==> src/rtl/bitmap_page_allocator_top_assert.svh <==
// Assertion macros used by bpa_ctrl, the sequencer of the bitmap page allocator.
// The macros expect i_clk and i_rst_n in the scope where they are used.
`ifndef BITMAP_PAGE_ALLOCATOR_TOP_ASSERT_SVH
`define BITMAP_PAGE_ALLOCATOR_TOP_ASSERT_SVH

// The consequent must hold in the same cycle as the antecedent.
`define BPA_ASSERT_NOW(label, ante, cons, msg) \
    label: assert property (@(posedge i_clk) disable iff (!i_rst_n) (ante) |-> (cons)) \
        else $error(msg);

// The consequent must hold in the cycle after the antecedent.
`define BPA_ASSERT_NEXT(label, ante, cons, msg) \
    label: assert property (@(posedge i_clk) disable iff (!i_rst_n) (ante) |=> (cons)) \
        else $error(msg);

`endif

==> src/rtl/bpa_pkg.sv <==
// Package for the bitmap page allocator: widths, codes and helper functions.
// No dependencies; used by every RTL module of the block.
`default_nettype none

package bpa_pkg;

    localparam int NUM_PAGES_DEF = 65536;
    localparam int FRAME_W       = 36;
    localparam int COUNT_W       = 17;
    localparam int WORD_W        = 64;
    localparam int BIT_W         = 6;
    localparam int CFG_DATA_W    = 64;
    localparam int CFG_ADDR_W    = 4;

    localparam logic [COUNT_W-1:0] WINDOW_PAGES_RST = 17'h10000;

    typedef enum logic [2:0] {
        ST_ALLOCATED     = 3'd0,
        ST_NONE_FREE     = 3'd1,
        ST_REFUSED_LARGE = 3'd2,
        ST_FREED         = 3'd3,
        ST_FREE_IGNORED  = 3'd4
    } t_status;

    typedef enum logic {
        CMD_ALLOC = 1'b0,
        CMD_FREE  = 1'b1
    } t_cmd;

    typedef enum logic {
        REG_BASE_FRAME   = 1'b0,
        REG_WINDOW_PAGES = 1'b1
    } t_reg_idx;

    typedef enum logic [2:0] {
        S_IDLE,
        S_ALLOC_TOP,
        S_ALLOC_SUM,
        S_ALLOC_MAP,
        S_FREE_CHECK,
        S_FREE_MAP
    } t_state;

    typedef struct packed {
        logic map_rd;
        logic map_wr;
        logic sum_rd;
        logic sum_wr;
        logic top_set;
        logic top_clr;
    } t_store_cmd;

    // Position of the lowest set bit of a word, found by isolating that bit.
    function automatic logic [BIT_W-1:0] lowest_set(input logic [WORD_W-1:0] w);
        logic [WORD_W-1:0] iso;
        logic [BIT_W-1:0]  pos;
        iso = w & (~w + 64'd1);
        pos = '0;
        for (int i = 0; i < WORD_W; i++) begin
            if (iso[i]) begin
                pos = pos | BIT_W'(i);
            end
        end
        return pos;
    endfunction

endpackage

`default_nettype wire

==> src/rtl/bpa_ctrl.sv <==
// Request sequencer of the bitmap page allocator: hierarchical first-fit search,
// free checks, read-modify-write of the free map and the result registers.
// Depends on bpa_pkg and bitmap_page_allocator_top_assert.svh.
`default_nettype none
`include "bitmap_page_allocator_top_assert.svh"

module bpa_ctrl #(
    parameter int NUM_PAGES = bpa_pkg::NUM_PAGES_DEF,
    localparam int MAP_WORDS = (NUM_PAGES + 63) / 64,
    localparam int SUM_WORDS = (MAP_WORDS + 63) / 64,
    localparam int MW_W      = (MAP_WORDS > 1) ? $clog2(MAP_WORDS) : 1,
    localparam int SW_W      = (SUM_WORDS > 1) ? $clog2(SUM_WORDS) : 1
) (
    input  wire logic                             i_clk,
    input  wire logic                             i_rst_n,
    input  wire logic                             i_start,
    output logic                                  o_busy,
    input  wire logic                             i_cmd,
    input  wire logic [bpa_pkg::FRAME_W-1:0]      i_frame,
    input  wire logic                             i_source_large,
    input  wire logic [bpa_pkg::FRAME_W-1:0]      i_base_frame,
    input  wire logic [bpa_pkg::COUNT_W-1:0]      i_window_pages,
    output bpa_pkg::t_store_cmd                   o_store_cmd,
    output logic      [MW_W-1:0]                  o_map_addr,
    output logic      [bpa_pkg::WORD_W-1:0]       o_map_wdata,
    output logic      [SW_W-1:0]                  o_sum_addr,
    output logic      [bpa_pkg::WORD_W-1:0]       o_sum_wdata,
    output logic      [SW_W-1:0]                  o_top_idx,
    input  wire logic [bpa_pkg::WORD_W-1:0]       i_map_rdata,
    input  wire logic [bpa_pkg::WORD_W-1:0]       i_sum_rdata,
    input  wire logic [SUM_WORDS-1:0]             i_top,
    input  wire logic                             i_store_ready,
    output logic                                  o_done,
    output logic      [2:0]                       o_status,
    output logic      [bpa_pkg::FRAME_W-1:0]      o_granted_frame,
    output logic      [bpa_pkg::COUNT_W-1:0]      o_used_pages
);

    localparam int MWI_W = SW_W + 6;
    localparam logic [bpa_pkg::FRAME_W-1:0] NUM_PAGES_FW = bpa_pkg::FRAME_W'(NUM_PAGES);

    bpa_pkg::t_state             r_state, n_state;
    logic [bpa_pkg::FRAME_W-1:0] r_idx, n_idx;
    logic [SW_W-1:0]             r_sum_idx, n_sum_idx;
    logic [MWI_W-1:0]            r_mw, n_mw;
    logic [bpa_pkg::WORD_W-1:0]  r_sum_word, n_sum_word;
    logic                        r_done, n_done;
    bpa_pkg::t_status            r_status, n_status;
    logic [bpa_pkg::FRAME_W-1:0] r_granted, n_granted;
    logic [bpa_pkg::COUNT_W-1:0] r_used_count, n_used_count;

    bpa_pkg::t_store_cmd         store_cmd;
    logic                        accept;
    logic [bpa_pkg::FRAME_W-1:0] limit;
    logic [SUM_WORDS-1:0]        top_iso;
    logic [SW_W-1:0]             top_pick;
    logic [MWI_W-1:0]            mw_pick;
    logic [bpa_pkg::FRAME_W-1:0] alloc_idx;
    logic [bpa_pkg::WORD_W-1:0]  map_cleared;
    logic [bpa_pkg::WORD_W-1:0]  sum_cleared;

    assign o_busy = (r_state != bpa_pkg::S_IDLE) || !i_store_ready;
    assign accept = i_start && !o_busy;
    assign limit  = (bpa_pkg::FRAME_W'(i_window_pages) > NUM_PAGES_FW) ?
                    NUM_PAGES_FW : bpa_pkg::FRAME_W'(i_window_pages);

    always_comb begin
        top_iso  = i_top & (~i_top + SUM_WORDS'(1));
        top_pick = '0;
        for (int i = 0; i < SUM_WORDS; i++) begin
            if (top_iso[i]) begin
                top_pick = top_pick | SW_W'(i);
            end
        end
    end

    assign mw_pick     = {r_sum_idx, bpa_pkg::lowest_set(i_sum_rdata)};
    assign alloc_idx   = bpa_pkg::FRAME_W'({r_mw, bpa_pkg::lowest_set(i_map_rdata)});
    assign map_cleared = i_map_rdata & (i_map_rdata - 64'd1);
    assign sum_cleared = r_sum_word & (r_sum_word - 64'd1);

    always_ff @(posedge i_clk) begin
        if (!i_rst_n) begin
            r_state      <= bpa_pkg::S_IDLE;
            r_done       <= 1'b0;
            r_used_count <= '0;
        end else begin
            r_state      <= n_state;
            r_done       <= n_done;
            r_used_count <= n_used_count;
        end
    end

    always_ff @(posedge i_clk) begin
        r_idx      <= n_idx;
        r_sum_idx  <= n_sum_idx;
        r_mw       <= n_mw;
        r_sum_word <= n_sum_word;
        r_status   <= n_status;
        r_granted  <= n_granted;
    end

    always_comb begin
        n_state      = r_state;
        n_idx        = r_idx;
        n_sum_idx    = r_sum_idx;
        n_mw         = r_mw;
        n_sum_word   = r_sum_word;
        n_done       = 1'b0;
        n_status     = r_status;
        n_granted    = r_granted;
        n_used_count = r_used_count;
        store_cmd    = '0;
        o_map_addr   = '0;
        o_map_wdata  = '0;
        o_sum_addr   = '0;
        o_sum_wdata  = '0;
        o_top_idx    = '0;
        unique case (r_state)
            bpa_pkg::S_IDLE: begin
                if (accept) begin
                    n_idx = i_frame - i_base_frame;
                    if (i_cmd == bpa_pkg::CMD_FREE) begin
                        n_state = bpa_pkg::S_FREE_CHECK;
                    end else if (i_source_large) begin
                        n_done    = 1'b1;
                        n_status  = bpa_pkg::ST_REFUSED_LARGE;
                        n_granted = '0;
                    end else begin
                        n_state = bpa_pkg::S_ALLOC_TOP;
                    end
                end
            end
            bpa_pkg::S_ALLOC_TOP: begin
                if (i_top == '0) begin
                    n_state   = bpa_pkg::S_IDLE;
                    n_done    = 1'b1;
                    n_status  = bpa_pkg::ST_NONE_FREE;
                    n_granted = '0;
                end else begin
                    n_sum_idx        = top_pick;
                    store_cmd.sum_rd = 1'b1;
                    o_sum_addr       = top_pick;
                    n_state          = bpa_pkg::S_ALLOC_SUM;
                end
            end
            bpa_pkg::S_ALLOC_SUM: begin
                n_sum_word       = i_sum_rdata;
                n_mw             = mw_pick;
                store_cmd.map_rd = 1'b1;
                o_map_addr       = mw_pick[MW_W-1:0];
                n_state          = bpa_pkg::S_ALLOC_MAP;
            end
            bpa_pkg::S_ALLOC_MAP: begin
                n_state = bpa_pkg::S_IDLE;
                n_done  = 1'b1;
                if (alloc_idx < limit) begin
                    store_cmd.map_wr = 1'b1;
                    o_map_addr       = r_mw[MW_W-1:0];
                    o_map_wdata      = map_cleared;
                    if (map_cleared == '0) begin
                        store_cmd.sum_wr = 1'b1;
                        o_sum_addr       = r_sum_idx;
                        o_sum_wdata      = sum_cleared;
                        if (sum_cleared == '0) begin
                            store_cmd.top_clr = 1'b1;
                            o_top_idx         = r_sum_idx;
                        end
                    end
                    n_used_count = r_used_count + bpa_pkg::COUNT_W'(1);
                    n_status     = bpa_pkg::ST_ALLOCATED;
                    n_granted    = i_base_frame + alloc_idx;
                end else begin
                    n_status  = bpa_pkg::ST_NONE_FREE;
                    n_granted = '0;
                end
            end
            bpa_pkg::S_FREE_CHECK: begin
                if (r_idx < limit) begin
                    store_cmd.map_rd = 1'b1;
                    store_cmd.sum_rd = 1'b1;
                    o_map_addr       = r_idx[6 +: MW_W];
                    o_sum_addr       = r_idx[12 +: SW_W];
                    n_state          = bpa_pkg::S_FREE_MAP;
                end else begin
                    n_state   = bpa_pkg::S_IDLE;
                    n_done    = 1'b1;
                    n_status  = bpa_pkg::ST_FREE_IGNORED;
                    n_granted = '0;
                end
            end
            bpa_pkg::S_FREE_MAP: begin
                n_state   = bpa_pkg::S_IDLE;
                n_done    = 1'b1;
                n_granted = '0;
                if (!i_map_rdata[r_idx[5:0]]) begin
                    store_cmd.map_wr  = 1'b1;
                    store_cmd.sum_wr  = 1'b1;
                    store_cmd.top_set = 1'b1;
                    o_map_addr        = r_idx[6 +: MW_W];
                    o_map_wdata       = i_map_rdata | (64'd1 << r_idx[5:0]);
                    o_sum_addr        = r_idx[12 +: SW_W];
                    o_sum_wdata       = i_sum_rdata | (64'd1 << r_idx[11:6]);
                    o_top_idx         = r_idx[12 +: SW_W];
                    n_used_count      = r_used_count - bpa_pkg::COUNT_W'(1);
                    n_status          = bpa_pkg::ST_FREED;
                end else begin
                    n_status = bpa_pkg::ST_FREE_IGNORED;
                end
            end
            default: begin
                n_state = bpa_pkg::S_IDLE;
            end
        endcase
    end

    assign o_store_cmd     = store_cmd;
    assign o_done          = r_done;
    assign o_status        = r_status;
    assign o_granted_frame = r_granted;
    assign o_used_pages    = r_used_count;

    `BPA_ASSERT_NOW(a_grant_only_on_alloc, r_done && (r_status != bpa_pkg::ST_ALLOCATED),
                    r_granted == '0, "Granted frame is nonzero on a non-allocating result.")
    `BPA_ASSERT_NOW(a_map_write_after_read, store_cmd.map_wr, $past(store_cmd.map_rd),
                    "Free map word written without a preceding read.")
    `BPA_ASSERT_NOW(a_top_clear_with_words, store_cmd.top_clr,
                    store_cmd.sum_wr && store_cmd.map_wr,
                    "Top summary bit cleared without emptying its words.")
    `BPA_ASSERT_NOW(a_count_moves_on_result, !$stable(r_used_count), r_done,
                    "Page count changed without a result.")
    `BPA_ASSERT_NEXT(a_search_descends, (r_state == bpa_pkg::S_ALLOC_TOP) && (i_top != '0),
                     r_state == bpa_pkg::S_ALLOC_SUM,
                     "Search did not descend to the summary word.")

endmodule

`default_nettype wire

==> config.mk <==
export PLATFORM = sky130hd
export DESIGN_NAME = bpa_ctrl
export DESIGN_NICKNAME = d
export VERILOG_FILES = /design/src/rtl/bpa_pkg.sv /design/src/rtl/bpa_ctrl.sv
export VERILOG_INCLUDE_DIRS = /design/src /design/src/rtl
export SDC_FILE = /design/constraint.sdc
export NUM_CORES = 1
export LEC_CHECK = 0
export BUFFER_PORTS_ARGS = -buffer_cell sky130_fd_sc_hd__clkbuf_2
export CAP_MARGIN = 20
export CORE_AREA = 2 2 187 226
export CTS_BUF_LIST = sky130_fd_sc_hd__clkbuf_2 sky130_fd_sc_hd__clkbuf_4 sky130_fd_sc_hd__clkbuf_8
export CTS_CLUSTER_DIAMETER = 80
export DETAILED_ROUTE_END_ITERATION = 16
export DIE_AREA = 0 0 189 228
export PLACE_DENSITY = 0.81
export SETUP_SLACK_MARGIN = 0.2
export SLEW_MARGIN = 20
export SYNTH_ARGS = -nofsm -noshare
export SYNTH_HDL_FRONTEND = slang
export SYNTH_SLANG_ARGS = --single-unit
==> constraint.sdc <==
create_clock -name i_clk -period 10.75 [get_ports i_clk]
set_clock_uncertainty 0.05 [all_clocks]
set_input_delay 3.225 -clock i_clk [delete_from_list [all_inputs] [get_ports i_clk]]
set_output_delay 3.225 -clock i_clk [all_outputs]
set_load 0.005 [all_outputs]
==> results.py <==
metrics = {
    "routing": {
        "routed-via-count": 22900,
        "drc_errors": 0,
        "dr.first_iter.drc_count": 2531,
        "drt-pass1-iter-count": 6,
        "routedWlPerCell_um": 27.2,
        "vias_per_cell": 6.66,
        "drt_wl_total_um": 93400,
        "drt.antenna.violating_nets": 0,
    },
    "power": {
        "p_leak_nw": 10.4,
        "power_density_nw_per_um2": 73.3,
        "ir_worst_vdd_mv": 0.106,
    },
    "clocking": {
        "clkLatencyLatePin_ns": 0.54,
        "cts_made_buffers": 17,
        "clk_pin_slew_ns": 0.11,
        "clk_path_buf_depth": 2,
        "cts.sinks": 174,
        "cts_hold_buf": 0,
        "tritoncts": "yes",
        "htree_levels": 4,
        "clockRootBuffer": "clkbuf_8",
    },
    "synthesis": {
        "async_flop_share_pct": 0,
        "synth_cell_types": 86,
        "ys.flop_type": "edfxtp_1",
        "synth-edff-count": 153,
        "yosys_warnings": 0,
        "synth_nets": 2565,
        "syn_area_um2": 17800,
        "synth_cells": 2226,
        "avgSynthCellArea_um2": 7.98,
        "ys_seq_elements": 174,
        "seq_area_frac_synth_pct": 28.2,
    },
    "worst_setup_path": {
        "crit_path_start_kind": "primary input",
        "required_ns": 7.48,
        "path_class": "primary input to output port",
        "cp-end-kind": "output port",
        "cpMaxStageDelayCell": "a2111oi_2",
        "crit_fanout": 6,
        "crit_top_cell": "buf_4",
        "slowest_delay_ns": 0.43,
        "arrival_ns": 8.22,
    },
    "finish": {
        "syn2layout_area_growth_pct": 36.4,
        "design_area_um2": 24200,
        "final_nets": 3211,
        "seq_area_um2": 5010,
        "multiInputGateArea_um2": 12900,
        "final_layout_size_suffix_gt1_share_pct": 34.8,
        "n_fill_cell": 3818,
        "fin_cells": 3434,
    },
    "floorplan": {
        "start_util_pct": 43.2,
        "core-area_um2": 41100,
        "die_area_um2": 43100,
        "num_io_pins": 449,
        "die_w_um": 189,
        "die_h_um": 228,
        "rows": 82,
    },
    "placed_design": {
        "place_area_um2": 22800,
        "dp.cells": 3360,
        "gp_congestion": 1.14,
        "numPortBuffers": 448,
        "pre_cts_ws_ns": -0.782,
        "dp_hpwl_um": 73600,
    },
    "sta": {
        "whs_ns": 0.463,
        "min_period_ns": 11.49,
        "finalHoldViolCount": 0,
        "fmax_mhz": 87.0,
        "setup_viol": 147,
        "slew_viol_final": 0,
        "relSlewSlack_pct": 22.6,
        "rsz0062_at_grt": "yes",
        "tightest_slew_ns": 1.16,
        "period_share_pct": 107,
        "fin_ws_ns": -0.743,
    },
    "run_status": {
        "violations": "negative setup slack",
        "status": "complete, but fails checks",
    },
    "grt": {
        "grt.total_usage_pct": 41.7,
        "grt_pass1_vias": 22000,
        "grt_max_degree": 64,
        "grt_first_pass_wirelength_um": 136000,
        "antenna_found_initial": 5,
        "overflow": 0,
    },
    "hold_path": {
        "hp-class": "flip-flop to flip-flop",
    },
    "job": {
        "drv_cap": 0,
    },
}
## path summary, 6_finish.rpt
kind	from	to	slack (ns)	cells past startpoint
worst max-delay path	i_map_rdata[3]	o_sum_wdata[53]	-0.74	27
worst min register to register	o_used_pages[16]	o_used_pages[16]	0.46	2
worst max register to register	r_state[2]	o_used_pages[16]	6.34	13
worst min-delay path	o_used_pages[16]	o_used_pages[16]	0.46	2
## layout make-up
cell class / count / area share [%]
tap: 546 / 2.82
timing repair buffer: 749 / 20.2
sequential: 174 / 20.7
multi-input combinational: 1828 / 53.2
antenna: 3 / 0.0310
inverter: 102 / 1.58
clock buffer: 21 / 1.12
clock inverter: 11 / 0.331
## cell usage in the layout (no fill, tap or decap), drive strengths merged, types with 43 or more instances in the layout
cell type,instances
xnor2,63
inv,106
o22ai,51
a21oi,172
buf,388
ha,97
a31oi,44
nor2,234
nand4,43
nand3,55
nor3,90
nor4,63
o21ai,174
clkbuf,382
edfxtp,153
nand2,161
## repair_timing
action                                  CTS  global route
gates cloned                              3             5
pin swaps                                30            41
buffers inserted                         19            12
gates resized for setup                  90           179
endpoints found under the setup margin  147           147
## worst max-delay path, delay by kind of cell
family	cells	cell delay [ns]
AOI/OAI and AO/OA	11	2.26
adders and majority gates	1	0.20
buffers and inverters	9	1.43
and+or+nand+nor	6	1.06
## cell usage after synthesis (14+ instances only)
cell      count  area share [%]
dfxtp_1      21             2.4
mux4_2       20             2.5
nor2_1      233             4.9
nand4_1      43             1.5
o22ai_1      51             1.8
nor4_1       59             2.1
nor2b_1      40             1.4
or4_1        31             1.3
o31ai_1      27             1.1
xnor2_1      63             3.1
or3_1        39             1.4
a211oi_1     18            0.76
edfxtp_1    153              26
xor2_1       17            0.84
nor3_1       90             2.5
ha_1         97             6.8
a21oi_1     172             4.8
inv_1       100             2.1
nand2b_1     24            0.85
and3_1       22            0.77
a22o_1       23             1.1
nand3_1      55             1.5
a21o_1       32             1.4
clkbuf_1    106             2.2
nand2_1     161             3.4
o21ai_0     174             4.9
mux2i_1      16            0.90
or2_2        16            0.56
o21a_1       14            0.59
a31oi_1      44             1.5
o211ai_1     17            0.72
## through the flow
step           total power, mW  util, %  setup TNS, ns
4_1_cts                   1.75     57.4         -68.64
6_report                  1.78     58.9         -90.47
3_5_place_dp              1.31     55.4         -95.45
2_1_floorplan             1.07        -         -0.949
3_3_place_gp              1.30     55.4         -84.47
5_1_grt                   1.83     58.9        -106.71
## cell families after synthesis
logic type,after synthesis,share of synthesized area (%)
AND/OR/NAND/NOR,896,26.4
AO/OA/AOI/OAI,710,25.6
buffers and inverters,225,4.85
flip-flops,174,28.2
adder cells (fa/ha/maj),104,7.40
XOR/XNOR,80,3.95
multiplexers,37,3.50
## registers in the layout, indices dropped and copies added (netlist names)
register         flops
o_status             3
r_mw                10
r_sum_word          64
r_idx               36
o_used_pages        17
r_state              3
o_done               1
r_sum_idx            4
o_granted_frame     36
## power breakdown
part,switching [mW],leakage (nW),internal (mW)
logic,0.330,8.65,0.205
registers,0.0240,1.57,0.769
clock network,0.272,0.189,0.176
total,0.626,10.4,1.15
## layer usage
metal | share of wire [%] | global-route usage, % | vias to the layer above
met5 | 0 | 0 | -
met4 | 9.1 | 31.0 | 0
met3 | 11 | 9.72 | 551
met2 | 46 | 68.3 | 1682
met1 | 35 | 47.0 | 10800
li1 | - | - | 9867
Note: power is estimated with default switching activity, not from simulation.
