===== config.mk =====
export PLATFORM = sky130hd
export DESIGN_NAME = bpa_cfg
export DESIGN_NICKNAME = d
export VERILOG_FILES = /design/src/rtl/bitmap_page_allocator_top_assert.svh /design/src/rtl/bpa_pkg.sv /design/src/rtl/bpa_cfg.sv
export SDC_FILE = /design/constraint.sdc
export NUM_CORES = 1
export LEC_CHECK = 0
export BUFFER_PORTS_ARGS = -buffer_cell sky130_fd_sc_hd__buf_2
export CAP_MARGIN = 15
export CORE_ASPECT_RATIO = 0.5
export CORE_MARGIN = 1.5
export CORE_UTILIZATION = 24
export CTS_CLUSTER_DIAMETER = 30
export CTS_CLUSTER_SIZE = 25
export DETAILED_ROUTE_END_ITERATION = 16
export GPL_TIMING_DRIVEN = 0
export PLACE_DENSITY = 0.53
export REMOVE_ABC_BUFFERS = 1
export SKIP_LAST_GASP = 1
export SYNTH_ARGS = -nofsm -noshare
export SYNTH_HDL_FRONTEND = slang
export SYNTH_SLANG_ARGS = --single-unit

===== constraint.sdc =====
create_clock -name i_clk -period 1.5 [get_ports i_clk]
set_clock_uncertainty 0.15 [all_clocks]
set_input_delay 0.15 -clock i_clk [delete_from_list [all_inputs] [get_ports i_clk]]
set_output_delay 0.15 -clock i_clk [all_outputs]
set_load 0.02 [all_outputs]

===== src/rtl/bitmap_page_allocator_top_assert.svh =====
// Assertion macros used by bpa_ctrl, the sequencer of the bitmap page allocator.
// The macros expect i_clk and i_rst_n in the scope where they are used.
`ifndef BITMAP_PAGE_ALLOCATOR_TOP_ASSERT_SVH
`define BITMAP_PAGE_ALLOCATOR_TOP_ASSERT_SVH

// The consequent must hold in the same cycle as the antecedent.
`define BPA_ASSERT_NOW(label, ante, cons, msg) \
    label: assert property (@(posedge i_clk) disable iff (!i_rst_n) (ante) |-> (cons)) \
        else $error(msg);

// The consequent must hold in the cycle after the antecedent.
`define BPA_ASSERT_NEXT(label, ante, cons, msg) \
    label: assert property (@(posedge i_clk) disable iff (!i_rst_n) (ante) |=> (cons)) \
        else $error(msg);

`endif


===== src/rtl/bpa_pkg.sv =====
// Package for the bitmap page allocator: widths, codes and helper functions.
// No dependencies; used by every RTL module of the block.
`default_nettype none

package bpa_pkg;

    localparam int NUM_PAGES_DEF = 65536;
    localparam int FRAME_W       = 36;
    localparam int COUNT_W       = 17;
    localparam int WORD_W        = 64;
    localparam int BIT_W         = 6;
    localparam int CFG_DATA_W    = 64;
    localparam int CFG_ADDR_W    = 4;

    localparam logic [COUNT_W-1:0] WINDOW_PAGES_RST = 17'h10000;

    typedef enum logic [2:0] {
        ST_ALLOCATED     = 3'd0,
        ST_NONE_FREE     = 3'd1,
        ST_REFUSED_LARGE = 3'd2,
        ST_FREED         = 3'd3,
        ST_FREE_IGNORED  = 3'd4
    } t_status;

    typedef enum logic {
        CMD_ALLOC = 1'b0,
        CMD_FREE  = 1'b1
    } t_cmd;

    typedef enum logic {
        REG_BASE_FRAME   = 1'b0,
        REG_WINDOW_PAGES = 1'b1
    } t_reg_idx;

    typedef enum logic [2:0] {
        S_IDLE,
        S_ALLOC_TOP,
        S_ALLOC_SUM,
        S_ALLOC_MAP,
        S_FREE_CHECK,
        S_FREE_MAP
    } t_state;

    typedef struct packed {
        logic map_rd;
        logic map_wr;
        logic sum_rd;
        logic sum_wr;
        logic top_set;
        logic top_clr;
    } t_store_cmd;

    // Position of the lowest set bit of a word, found by isolating that bit.
    function automatic logic [BIT_W-1:0] lowest_set(input logic [WORD_W-1:0] w);
        logic [WORD_W-1:0] iso;
        logic [BIT_W-1:0]  pos;
        iso = w & (~w + 64'd1);
        pos = '0;
        for (int i = 0; i < WORD_W; i++) begin
            if (iso[i]) begin
                pos = pos | BIT_W'(i);
            end
        end
        return pos;
    endfunction

endpackage

`default_nettype wire


===== src/rtl/bpa_cfg.sv =====
// APB register file of the bitmap page allocator: base frame and managed page count.
// Depends on bpa_pkg.
`default_nettype none

module bpa_cfg (
    input  wire logic                               i_clk,
    input  wire logic                               i_rst_n,
    input  wire logic                               psel,
    input  wire logic                               penable,
    input  wire logic                               pwrite,
    input  wire logic [bpa_pkg::CFG_ADDR_W-1:0]     paddr,
    input  wire logic [bpa_pkg::CFG_DATA_W-1:0]     pwdata,
    output logic      [bpa_pkg::CFG_DATA_W-1:0]     prdata,
    output logic                                    pready,
    output logic      [bpa_pkg::FRAME_W-1:0]        o_base_frame,
    output logic      [bpa_pkg::COUNT_W-1:0]        o_window_pages
);

    logic [bpa_pkg::FRAME_W-1:0] r_base_frame;
    logic [bpa_pkg::COUNT_W-1:0] r_window_pages;
    bpa_pkg::t_reg_idx           reg_idx;
    logic                        wr_en;

    assign reg_idx = bpa_pkg::t_reg_idx'(paddr[3]);
    assign wr_en   = psel && penable && pwrite;
    assign pready  = 1'b1;

    always_ff @(posedge i_clk) begin
        if (!i_rst_n) begin
            r_base_frame   <= '0;
            r_window_pages <= bpa_pkg::WINDOW_PAGES_RST;
        end else if (wr_en) begin
            unique case (reg_idx)
                bpa_pkg::REG_BASE_FRAME:   r_base_frame   <= pwdata[bpa_pkg::FRAME_W-1:0];
                bpa_pkg::REG_WINDOW_PAGES: r_window_pages <= pwdata[bpa_pkg::COUNT_W-1:0];
                default: ;
            endcase
        end
    end

    always_comb begin
        unique case (reg_idx)
            bpa_pkg::REG_BASE_FRAME:   prdata = bpa_pkg::CFG_DATA_W'(r_base_frame);
            bpa_pkg::REG_WINDOW_PAGES: prdata = bpa_pkg::CFG_DATA_W'(r_window_pages);
            default:                   prdata = '0;
        endcase
    end

    assign o_base_frame   = r_base_frame;
    assign o_window_pages = r_window_pages;

endmodule

`default_nettype wire


==> results of run 1 <==
==> state kept, by name (all words and copies together) (netlist names) <==
register,cells
o_base_frame,36
o_window_pages,17
==> what timing repair did <==
item,CTS,global route
setup endpoints to repair,70,0
hold endpoints to repair,49,0
hold buffers,34,0
resized for setup,2,0
==> where the power goes <==
part	internal, mW	leakage, nW	total, mW	switching [mW]
sequential	1.44	0.429	1.46	0.0218
combinational	0.194	1.41	0.476	0.281
clock	0.655	0.0690	1.15	0.497
==> cell usage in the layout, fill, tap and decap left out <==
cell type      instances
clkbuf_8               1
nor2b_1               21
conb_1                29
dlygate4sd3_1         34
clkbuf_16              5
and4b_4                1
nand2_1               88
buf_16                 1
nand4_4                1
mux2_2                17
clkinvlp_4             1
mux2i_1               53
buf_4                  2
and4b_2                1
buf_2                128
dfxtp_1               53
==> through the flow <==
stage	utilization	setup slack (ns)	instance area, µm²	hold slack [ns]	std cells
6_report	0.3564	0.08984	3745	0.01387	576
4_1_cts	0.3564	0.07625	3745	0.01165	576
5_1_grt	0.3564	0.01491	3745	0.02679	576
3_5_place_dp	0.3085	-0.6824	3242	0.2542	534
2_1_floorplan	-	-0.5236	2385	0.1421	263
3_3_place_gp	0.3055	-1.617	3211	0.2497	533
==> worst paths after layout <==
| path | from | end | slack (ns) | cells after the start |
|---|---|---|---|---|
| setup / recovery | paddr[3] | prdata[8] | 0.09 | 3 |
| hold / removal | pwdata[15] | o_window_pages[15] | 0.01 | 3 |
| setup reg to reg | o_window_pages[3] | o_window_pages[3] | 0.70 | 2 |
| hold reg to reg | o_base_frame[22] | o_base_frame[22] | 0.31 | 2 |
==> critical path: cells and delay by family <==
kind	cells	cell delay, ns
muxes	1	0.38
buffers and inverters	2	0.56
==> logic make-up (layout without fill, tap and decap cells) <==
kind of cell,Yosys count,count (layout),synth area share
buffers and inverters,49,172,0.1428
other,2,29,0.002819
multiplexers,70,70,0.2710
AND/OR/NAND/NOR,111,112,0.1851
flip-flops,53,53,0.3983
==> area by class of cell <==
class / instances / area share
Tap cell: 140 / 0.04678
Multi-Input combinational cell: 211 / 0.3575
Clock inverter: 1 / 0.002005
Sequential cell: 53 / 0.2833
Timing Repair Buffer: 165 / 0.2733
Clock buffer: 6 / 0.03709
==> routing by layer <==
metal	GRT usage	routed length [µm]
met1	0.1359	2991
met3	0.02626	246
met5	0	0
met2	0.2014	3372
met4	0.02913	51
==> flow_results.xml, run 1 <==
<?xml version="1.0" encoding="UTF-8"?>
<metrics>
  <group name="die">
    <metric name="pin_count" unit="">191</metric>
    <metric name="dieArea" unit="µm²">11780</metric>
    <metric name="fp.dieH" unit="µm">77.50</metric>
    <metric name="placement_rows" unit="">26</metric>
    <metric name="fp.dieW" unit="µm">152.0</metric>
    <metric name="start_util" unit="">0.2535</metric>
    <metric name="core_region_area" unit="µm²">10510</metric>
  </group>
  <group name="yosys">
    <metric name="postSynthCellCount" unit="">285</metric>
    <metric name="synth_area_leaders" unit="">dfxtp_1 40%, mux2i_1 20%, nand2_1 12%</metric>
    <metric name="syn_area_per_cell" unit="µm²">9.347</metric>
    <metric name="yosys_register_bits" unit="">53</metric>
    <metric name="synth_commonest_cells" unit="">88 x nand2_1, 53 x dfxtp_1, 53 x mux2i_1</metric>
    <metric name="yosysWarnings" unit="">0</metric>
    <metric name="synth_top_cell_by_area" unit="">dfxtp_1</metric>
    <metric name="yosys_most_used_dff" unit="">dfxtp_1</metric>
    <metric name="yosysTopAreaCellShare" unit="">0.3983</metric>
    <metric name="synthDistinctLibCells" unit="">14</metric>
    <metric name="yosysMostFrequentCell" unit="">nand2_1</metric>
    <metric name="post_synth_instance_area" unit="µm²">2664</metric>
    <metric name="synth-seq-area-share" unit="">0.3983</metric>
    <metric name="postSynth.asyncResetShare" unit="">0</metric>
    <metric name="synth_enable_flop_cells" unit="">0</metric>
  </group>
  <group name="setup_path">
    <metric name="worst-path-max-fanout" unit="">39</metric>
    <metric name="critical-path-max-stage-delay" unit="ns">0.40</metric>
    <metric name="path_cells" unit="">buf_4 -&gt; mux2_2 -&gt; buf_2</metric>
    <metric name="worst_setup_path_start_kind" unit="">input port</metric>
    <metric name="worst_ep_required_time" unit="ns">1.20</metric>
    <metric name="crit_type" unit="">input port to primary output</metric>
    <metric name="cp.arrival" unit="ns">1.11</metric>
    <metric name="timing.critical_path.to_type" unit="">primary output</metric>
    <metric name="cp_slowest_cell" unit="">buf_4</metric>
  </group>
  <group name="sta">
    <metric name="slew_headroom" unit="">0.4259</metric>
    <metric name="setup_viol" unit="">0</metric>
    <metric name="final_hold_viol_count" unit="">0</metric>
    <metric name="setup_repair_after_global_routing_missed_its_margin" unit="">false</metric>
    <metric name="fmaxAchievable" unit="MHz">709.1</metric>
    <metric name="fin_crit_sh" unit="">0.9401</metric>
    <metric name="timing_worst_slew_pin_value" unit="ns">0.8611</metric>
    <metric name="final_period_minus_worst_setup_slack" unit="ns">1.410</metric>
    <metric name="fin_max_slew_vios" unit="">0</metric>
    <metric name="finalSetupTns" unit="ns">0</metric>
  </group>
  <group name="worst_hold_path">
    <metric name="min-delay-path-class" unit="">input port to register</metric>
  </group>
  <group name="layout">
    <metric name="post_route_cells_drive_above_1_share" unit="">0.3624</metric>
    <metric name="fin_nets" unit="">509</metric>
    <metric name="ff_latch_area" unit="µm²">1061</metric>
    <metric name="syn_to_final_growth" unit="%">40.58</metric>
    <metric name="nFillCells" unit="">1087</metric>
    <metric name="antenna_cells_inserted" unit="">0</metric>
    <metric name="multi_input_comb_area" unit="µm²">1339</metric>
  </group>
  <group name="global_route">
    <metric name="antenna_found_initial" unit="">0</metric>
    <metric name="grt_use_total" unit="">0.1123</metric>
    <metric name="global_route.overflow_total" unit="">0</metric>
    <metric name="largest_net_degree_at_the_start_of_global_routing" unit="">91</metric>
    <metric name="via_count_of_the_first_global_routing_pass" unit="">2115</metric>
    <metric name="global_route_wire_length_before_repair" unit="µm">10810</metric>
  </group>
  <group name="cts">
    <metric name="clkLatencyLatePin" unit="ns">0.28</metric>
    <metric name="postCtsSetupRepairBufs" unit="">0</metric>
    <metric name="cts_tree" unit="">done</metric>
    <metric name="total_number_of_h_tree_levels" unit="">2</metric>
    <metric name="clockBufferDepth" unit="">2</metric>
    <metric name="clock_tree.root_cell" unit="">clkbuf_16</metric>
    <metric name="cts_sinks" unit="">53</metric>
    <metric name="clk_pin_slew_worst_paths" unit="ns">0.07</metric>
    <metric name="cts_buffers" unit="">5</metric>
  </group>
  <group name="routing">
    <metric name="post-route-drc-count" unit="">0</metric>
    <metric name="routed_wl" unit="µm">6660</metric>
    <metric name="drt_first_iter_violations" unit="">102</metric>
    <metric name="drtAntennaViolNets" unit="">0</metric>
    <metric name="detailed_routing_iterations_pass_1" unit="">4</metric>
    <metric name="avgRoutedWirePerCell" unit="µm">11.56</metric>
    <metric name="route.detailed.vias_per_inst" unit="">3.927</metric>
    <metric name="dr_total_vias" unit="">2262</metric>
  </group>
  <group name="job">
    <metric name="maxCapViolCount" unit="">0</metric>
  </group>
  <group name="power_and_ir_drop">
    <metric name="power.leakage" unit="nW">1.911</metric>
    <metric name="total_power" unit="mW">3.088</metric>
    <metric name="power.density" unit="nW/µm²">824.6</metric>
    <metric name="peakVddDrop" unit="mV">0.3214</metric>
  </group>
  <group name="placement">
    <metric name="detailed_place_hpwl" unit="µm">4417</metric>
    <metric name="gp_routability_congestion" unit="">0.6959</metric>
    <metric name="buffer_ports.inserted" unit="">130</metric>
  </group>
  <group name="outcome">
    <metric name="run_status" unit="">finished clean</metric>
  </group>
</metrics>
Note: power is estimated with default switching activity, not from simulation.
==> run 2, diff against run 1 <==
--- a/config.mk
+++ b/config.mk
@@ -5,7 +5,7 @@
 export SDC_FILE = /design/constraint.sdc
 export NUM_CORES = 1
 export LEC_CHECK = 0
-export BUFFER_PORTS_ARGS = -buffer_cell sky130_fd_sc_hd__buf_2
+export BUFFER_PORTS_ARGS = -buffer_cell sky130_fd_sc_hd__buf_4
 export CAP_MARGIN = 15
 export CORE_ASPECT_RATIO = 0.5
 export CORE_MARGIN = 1.5
==> flow_results.xml, run 2 (synthesis results as in run 1) <==
<?xml version="1.0" encoding="UTF-8"?>
<metrics>
  <group name="global_route">
    <metric name="via_count_of_the_first_global_routing_pass" unit="">2216</metric>
    <metric name="grt_use_total" unit="">0.1122</metric>
    <metric name="antenna_found_initial" unit="">0</metric>
    <metric name="largest_net_degree_at_the_start_of_global_routing" unit="">91</metric>
    <metric name="global_route.overflow_total" unit="">0</metric>
    <metric name="global_route_wire_length_before_repair" unit="µm">10850</metric>
  </group>
  <group name="cts">
    <metric name="cts_tree" unit="">done</metric>
    <metric name="clkLatencyLatePin" unit="ns">0.29</metric>
    <metric name="cts_sinks" unit="">53</metric>
    <metric name="cts_buffers" unit="">5</metric>
    <metric name="clockBufferDepth" unit="">2</metric>
    <metric name="clock_tree.root_cell" unit="">clkbuf_16</metric>
    <metric name="total_number_of_h_tree_levels" unit="">2</metric>
    <metric name="clk_pin_slew_worst_paths" unit="ns">0.07</metric>
  </group>
  <group name="layout">
    <metric name="mostFrequentLayoutCell" unit="">buf_4</metric>
    <metric name="antenna_cells_inserted" unit="">0</metric>
    <metric name="nFillCells" unit="">1098</metric>
    <metric name="mostFrequentLayoutCells" unit="">131 x buf_4, 88 x nand2_1, 53 x mux2i_1, 53 x dfxtp_1, 35 x dlygate4sd3_1</metric>
    <metric name="post_route_cells_drive_above_1_share" unit="">0.3630</metric>
    <metric name="largest_reg_flops" unit="">36</metric>
    <metric name="syn_to_final_growth" unit="%">52.70</metric>
    <metric name="fin_nets" unit="">510</metric>
    <metric name="instances_no_fill" unit="">578</metric>
  </group>
  <group name="sta">
    <metric name="final_hold_viol_count" unit="">1</metric>
    <metric name="final_period_minus_worst_setup_slack" unit="ns">1.430</metric>
    <metric name="timing_worst_slew_pin_value" unit="ns">0.8416</metric>
    <metric name="hold_slack" unit="ns">-0.00008091</metric>
    <metric name="setup_repair_after_global_routing_missed_its_margin" unit="">false</metric>
    <metric name="fmaxAchievable" unit="MHz">699.4</metric>
    <metric name="fin_crit_sh" unit="">0.9532</metric>
    <metric name="slew_headroom" unit="">0.4389</metric>
    <metric name="fin_max_slew_vios" unit="">0</metric>
    <metric name="final_critical_path_setup_slack" unit="ns">0.07025</metric>
    <metric name="setup_viol" unit="">0</metric>
  </group>
  <group name="die">
    <metric name="dieArea" unit="µm²">11780</metric>
    <metric name="pin_count" unit="">191</metric>
    <metric name="core_region_area" unit="µm²">10510</metric>
    <metric name="placement_rows" unit="">26</metric>
    <metric name="start_util" unit="">0.2535</metric>
    <metric name="fp.dieW" unit="µm">152.0</metric>
    <metric name="fp.dieH" unit="µm">77.50</metric>
  </group>
  <group name="placement">
    <metric name="gp_routability_congestion" unit="">0.6980</metric>
    <metric name="dpl_worst_slack" unit="ns">-0.3518</metric>
    <metric name="detailed_place_hpwl" unit="µm">4704</metric>
    <metric name="buffer_ports.inserted" unit="">130</metric>
    <metric name="placedCellCount" unit="">534</metric>
  </group>
  <group name="setup_path">
    <metric name="crit_type" unit="">input port to primary output</metric>
    <metric name="worst-path-max-fanout" unit="">38</metric>
    <metric name="setup.reg_to_reg.worst_slack" unit="ns">0.69</metric>
    <metric name="worst_setup_path_start_kind" unit="">input port</metric>
    <metric name="timing.critical_path.to_type" unit="">primary output</metric>
    <metric name="worst_ep_required_time" unit="ns">1.20</metric>
    <metric name="cp.arrival" unit="ns">1.13</metric>
  </group>
  <group name="power_and_ir_drop">
    <metric name="power.density" unit="nW/µm²">782.5</metric>
    <metric name="power.leakage" unit="nW">1.942</metric>
    <metric name="peakVddDrop" unit="mV">0.4037</metric>
  </group>
  <group name="routing">
    <metric name="route.detailed.vias_per_inst" unit="">3.926</metric>
    <metric name="avgRoutedWirePerCell" unit="µm">11.58</metric>
    <metric name="routed_wl" unit="µm">6695</metric>
    <metric name="post-route-drc-count" unit="">0</metric>
    <metric name="dr_total_vias" unit="">2269</metric>
    <metric name="drtAntennaViolNets" unit="">0</metric>
    <metric name="detailed_routing_iterations_pass_1" unit="">4</metric>
    <metric name="drt_first_iter_violations" unit="">63</metric>
  </group>
  <group name="worst_hold_path">
    <metric name="min-delay-path-class" unit="">input port to register</metric>
  </group>
  <group name="outcome">
    <metric name="run_status" unit="">complete, but fails checks</metric>
    <metric name="failed_checks" unit="">negative hold slack</metric>
  </group>
  <group name="job">
    <metric name="maxCapViolCount" unit="">0</metric>
  </group>
</metrics>
==> run 2: cell types whose count changed in the layout (fill, tap and decap cells not counted), sizes merged <==
cell	delta
buf	+1
clkbuf	-1
dlygate4sd3	+1
inv	+2
and4b	-1
==> run 2: layer usage <==
metal	track usage	up-vias	part of all wire
li1	-	1162	-
met1	0.1252	1049	0.42
met2	0.2154	54	0.54
met3	0.02570	4	0.036
met4	0.02913	0	0.0081
met5	0	-	0
==> run 2: worst max-delay path, stage by stage <==
cell	delay, ns
buf_4	0.40
mux2_2	0.40
buf_4	0.16
==> run 2: power breakdown <==
part / total, mW / internal [mW] / switching, mW
clock: 1.19 / 0.632 / 0.560
sequential: 1.46 / 1.44 / 0.0235
combinational: 0.530 / 0.249 / 0.281
==> run 2: area by class of cell <==
cell class,count,area [µm²],area share
Clock buffer,5,125.1,0.03076
Clock inverter,3,25.02,0.006152
Multi-Input combinational cell,210,1328,0.3264
Sequential cell,53,1061,0.2608
Tap cell,140,175.2,0.04306
Timing Repair Buffer,167,1354,0.3328
==> run 2: what timing repair did <==
item / in CTS / in global routing
setup endpoints to repair: 24 / 10
hold buffers: 35 / 0
hold endpoints to repair: 50 / 0
resized for setup: 1 / 0
buffers inserted: 0 / 1
==> run 2: path summary, 6_finish.rpt <==
kind              depth (start not counted)                  to          startpoint
setup / recovery                          3           prdata[3]            paddr[3]
hold / removal                            3  o_window_pages[15]          pwdata[15]
setup reg to reg                          2  o_window_pages[10]  o_window_pages[10]
hold reg to reg                           2    o_base_frame[22]    o_base_frame[22]
==> run 2: per-stage QoR <==
step	cell area (µm²)	total power [mW]	hold WS (ns)	utilization	TNS (ns)
2_1_floorplan	2385	1.718	0.1421	-	-18.85
3_3_place_gp	3536	1.951	0.2618	0.3365	-53.91
3_5_place_dp	3557	1.954	0.2668	0.3385	-11.04
4_1_cts	4060	3.240	0.004859	0.3864	0
5_1_grt	4068	3.340	0.02749	0.3871	0
6_report	4068	3.183	-0.00008091	0.3871	0
